[src/uart_baud_divisor_calc_core_assert.svh]
// Assertion macros for the baud divisor calculator RTL.
`ifndef UART_BAUD_DIVISOR_CALC_CORE_ASSERT_SVH
`define UART_BAUD_DIVISOR_CALC_CORE_ASSERT_SVH

// Implication checked outside reset.
`define UBDC_ASSERT_IMP(lbl, ante, cons) \
    lbl: assert property (@(posedge aclk) disable iff (!aresetn) (ante) |-> (cons)) \
        else $error("ubdc check failed");

// Implication checked at every edge, reset included.
`define UBDC_ASSERT_ALWAYS(lbl, ante, cons) \
    lbl: assert property (@(posedge aclk) (ante) |-> (cons)) \
        else $error("ubdc check failed");

`endif

[src/ubdc_pkg.sv]
// Types and constants for the baud divisor calculator.
package ubdc_pkg;
    localparam int unsigned NumBits  = 32;
    localparam int unsigned DenBits  = 36;
    localparam int unsigned HundBits = 7;
    localparam int unsigned QuotBits = NumBits + HundBits;
    localparam int unsigned FracBits = 4;
    localparam int unsigned WordBits = 16;

    typedef struct packed {
        logic [DenBits-1:0]  rem;
        logic [NumBits-1:0]  num;
        logic [QuotBits-1:0] quot;
        logic [DenBits-1:0]  den;
        logic                bad;
    } ubdc_div_t;
endpackage

[src/ubdc_step.sv]
// One registered restoring-division step of the divisor pipeline.
module ubdc_step (
    input  logic                aclk,
    input  logic                aresetn,
    input  logic                en,
    input  logic                in_valid,
    input  ubdc_pkg::ubdc_div_t in_data,
    output logic                out_valid,
    output ubdc_pkg::ubdc_div_t out_data
);
    import ubdc_pkg::*;

    logic              valid_reg;
    ubdc_div_t         data_reg;
    ubdc_div_t         data_next;
    logic [DenBits:0]  trial;
    logic [DenBits:0]  diff;
    logic              ge;

    always_comb begin
        trial = {in_data.rem, in_data.num[NumBits-1]};
        diff  = trial - {1'b0, in_data.den};
        ge    = (trial >= {1'b0, in_data.den});
        data_next      = in_data;
        data_next.rem  = ge ? diff[DenBits-1:0] : trial[DenBits-1:0];
        data_next.num  = {in_data.num[NumBits-2:0], 1'b0};
        data_next.quot = {in_data.quot[QuotBits-2:0], ge};
    end

    always_ff @(posedge aclk) begin
        if (!aresetn) begin
            valid_reg <= 1'b0;
        end else if (en) begin
            valid_reg <= in_valid;
        end
    end

    always_ff @(posedge aclk) begin
        if (en) begin
            data_reg <= data_next;
        end
    end

    assign out_valid = valid_reg;
    assign out_data  = data_reg;
endmodule

[config.mk]
export PLATFORM = sky130hd
export DESIGN_NAME = ubdc_step
export DESIGN_NICKNAME = d
export VERILOG_FILES = /design/src/uart_baud_divisor_calc_core_assert.svh /design/src/ubdc_pkg.sv /design/src/ubdc_step.sv
export SDC_FILE = /design/constraint.sdc
export NUM_CORES = 1
export LEC_CHECK = 0
export ABC_CLOCK_PERIOD_IN_PS = 4050
export BUFFER_PORTS_ARGS = -buffer_cell sky130_fd_sc_hd__buf_2
export CAP_MARGIN = 20
export CORE_ASPECT_RATIO = 1.1
export CORE_UTILIZATION = 54
export CTS_BUF_LIST = sky130_fd_sc_hd__clkbuf_8
export DETAILED_ROUTE_END_ITERATION = 8
export PLACE_DENSITY = 0.95
export SETUP_SLACK_MARGIN = 0.2
export SYNTH_ARGS = -nofsm -noshare
export SYNTH_HDL_FRONTEND = slang
export SYNTH_SLANG_ARGS = --single-unit
[constraint.sdc]
create_clock -name aclk -period 4.05 [get_ports aclk]
set_clock_uncertainty 0.15 [all_clocks]
set_input_delay 0.2025 -clock aclk [delete_from_list [all_inputs] [get_ports aclk]]
set_output_delay 0.2025 -clock aclk [all_outputs]
set_load 0.05 [all_outputs]
# Yosys cells after proc, flatten, opt, wreduce, memory -nomap -nowiden
# Cells that the tools add are included.
# word_totals
word_cells	9
reg_bits	144
in_bits	148
# classes
n_lt_le_gt_ge	1
addsub	1
n_mux	1
# op_table
op	n
greater-or-equal comparator 37 x 36 -> 1 bit	1
2-to-1 mux 36 bit	1
subtractor 36 bit	1

# Longest topological paths before layout
# depth
ltp_word	2
mapped_depth	14
mapped_depth_nobuf	12

# Least setup slack after synthesis
# Ideal clock, no wire load.
# synth_path
kind	input port to flip-flop
startpoint	input port in_data[16] in the netlist's numbering
endpoint	register data_reg (netlist bit out_data[111]), data pin
arrival_ps	2316
setup_time_ps	260
path_stages	12
setup_slack_ps	1324
required_time_ps	3640
path_buffers	2
cell_sequence	inv_1 ha_1 buf_2 nand4_1 nor2_1 nand2_1 o211a_1 o31ai_4 a31oi_4 o41ai_4 buf_6 mux2_2
# synth_lines
item	line_no	text
from (decl)	ubdc_step.sv:7	input ubdc_pkg::ubdc_div_t in_data,
to (signal assigned)	ubdc_step.sv:40	data_reg <= data_next;
to (decl)	ubdc_step.sv:14	ubdc_div_t data_reg;

==> flow_summary.ini <==
[clocking]
clk_path_buf_depth = 2
clock_sinks = 144
cts.clk_slew.worst_paths_ns = 0.09
cts_tree = done
clock_latency_ns = 0.47
cts_max_level = 4
root_buffer = clkbuf_8
cts_inserted_buffers = 17

[routing]
wl_per_cell_um = 23.2
antenna_left = 0
firstDrtPassIters = 6
drt_iter0_drc = 764
drc = 0
vias_per_cell = 5.95
vias = 6808
wirelength_um = 26600

[critical_path]
start_kind = primary input
r2r-end = out_valid
crit_path_top_delay_cell = dlygate4sd3_1
worstSetupStartpoint = in_data[16]
cp-end-kind = flop
cp_cell_sequence = dlygate4sd3_1 > buf_2 > inv_1 > ha_1 > nand4_1 > nor2_1 > nand2_1 > o211a_1 > o31ai_4 > a31oi_4 > o41ai_4 > buf_4 > mux2_2
required_ns = 4.13
crit_end = out_data[119]
r2r_setup_slack_ns = 2.75
worst_r2r_path_depth = 3
critPathMaxFanout = 43
rr_startpoint = out_valid
criticalPathCategory = primary input to flop
cpPeakStageDelay_ns = 0.57
cp_top_family = buffers and inverters
worst-path-buf-inv = 4
cp.depth = 13
cp.arrival_ns = 3.78

[timing]
finalSetupTns_ns = 0
rsz0062_at_grt = false
period_share_pct = 91.4
fin_hold_ws_ns = 0.0386
slew_violations = 0
fmax_mhz = 270
worst_slack_ns = 0.350
hold_viol = 0
relSlewSlack_pct = 31.2
tightest_slew_ns = 1.03
fin_crit_ns = 3.70
setup_viol = 0

[yosys]
synthAdderAreaFrac_pct = 6.78
synth_async_sr_flop_share_pct = 0
synth_warnings = 0
ys_types = 62
synth-compound-area-share_pct = 14.5
synthXorXnorAreaFrac_pct = 3.66
yosys.area_share.simple_pct = 7.16
synthesis.nets = 719
netlist_instances = 534
syn_avg_cell_area_um2 = 13.0
ys.flop_type = edfxtp_1
synth_edf_count = 143
yosysSeqAreaShare_pct = 62.2
synth_top_family_by_area = compound AO/OA/AOI/OAI gates
ys_ff_latch = 144
netlist_area_um2 = 6940
synthMuxAreaShare_pct = 1.59

[die]
fp.dieH_um = 121
rows = 43
dieWidth_um = 110
core_area_um2 = 12600
floorplan.initialDensity_pct = 55.1
pin_count = 293
dieArea_um2 = 13300

[cells_and_area]
seq_area_um2 = 4310
fill_cells = 640
layout_common_cells = 289 x buf_2, 144 x dlygate4sd3_1, 143 x edfxtp_1
diodes = 0
multi_input_area_um2 = 2340
fin_cells = 1145
num-nets-final = 1160
drive_gt1_share_pct = 35.2
synthToLayoutAreaGrowth_pct = 49.2
layout_commonest_cell = buf_2

[global_route]
antenna_found_initial = 0
grt_max_degree = 110
grt_first_pass_wirelength_um = 38300
first_global_vias = 6912
gr-total-overflow = 0
grtUsageTotal_pct = 40.7

[place]
portBuffers = 290
preCtsSetupSlack_ns = 0.437
gp_congestion = 0.853
dp_hpwl_um = 14400
dp_cells = 969

[power]
peakVddDrop_uv = 382
finalPower_w = 0.00446
p_leak_nw = 4.66
power_density_nw_per_um2 = 431

[min_path]
hold_depth = 3
min-delay-path-class = primary input to flop

[job]
drv_cap = 0

[status]
status = complete, no violations
cell usage after synthesis (all sizes together), types with 5 or more instances:
cell / number / area share (%)
mux2: 8 / 1.3
nand4: 8 / 0.72
ha: 36 / 6.5
xnor2: 17 / 2.1
buf: 12 / 1.3
a21o: 22 / 2.4
inv: 47 / 2.5
o21ai: 21 / 1.6
edfxtp: 143 / 62
nor2: 44 / 2.4
o21bai: 5 / 0.60
a21oi: 53 / 3.9
clkbuf: 5 / 0.27
nand3: 12 / 0.87
nand2: 20 / 1.1
xor2: 12 / 1.5
cell type report:
type	count	share of cell area, %
Sequential cell	144	41.7
Timing Repair Buffer	439	28.4
Multi-Input combinational cell	326	22.7
Clock buffer	17	2.26
Tap cell	157	1.90
Inverter	47	1.71
Clock inverter	15	1.40
through the flow:
stage	util (%)	cell area (µm²)
3_3_place_gp	67.7	8520
2_1_floorplan	-	6940
5_1_grt	82.2	10300
4_1_cts	82.1	10300
6_report	82.2	10300
3_5_place_dp	67.7	8520
what timing repair did:
action,in CTS,in global routing
resized for setup,0,1
hold buffers,144,0
setup endpoints to repair,0,5
setup buffers,0,0
hold endpoints to repair,143,0
tightest hold or removal path, cell delays in order:
cell and delay, ns:
buf_2 0.14, a2111oi_4 0.07, o22ai_1 0.11
flip-flops by register name, indices dropped and copies added (netlist names):
name / count
out_valid: 1
out_data: 143
where the power goes:
part           switching (W)  internal (W)  total, W  leakage [nW]
logic               0.000990      0.000430   0.00142          3.06
registers          0.0000562       0.00182   0.00187          1.41
clock network       0.000624      0.000543   0.00117         0.196
total                0.00167       0.00279   0.00446          4.66
routing by layer:
layer	GRT usage (%)	share of wire [%]	vias to the layer above
li1	-	-	2876
met4	31.3	7.6	0
met5	0.840	0	-
met1	41.4	32	3128
met2	65.2	48	619
met3	17.3	13	185
cells by family after synthesis:
logic type | after synthesis
DFF | 144
AOI/OAI and AO/OA | 143
and+or+nand+nor | 106
buffers and inverters | 64
adders and majority gates | 37
xor gates and xnor gates | 29
muxes | 10
other | 1
worst min-delay path by stage:
| stage | startpoint | end | slack, ns |
|---|---|---|---|
| 6_report | in_data[143] | out_data[137] | 0.04 |
| 5_1_grt | in_data[143] | out_data[137] | 0.06 |
| 4_1_cts | in_data[143] | out_data[137] | 0.01 |
| 3_5_place_dp | in_data[50] | out_data[51] | 0.23 |
| 3_3_place_gp | in_data[71] | out_data[72] | 0.23 |
| 2_1_floorplan | in_data[0] | out_data[0] | 0.15 |
(Power assumes the default switching activity.)
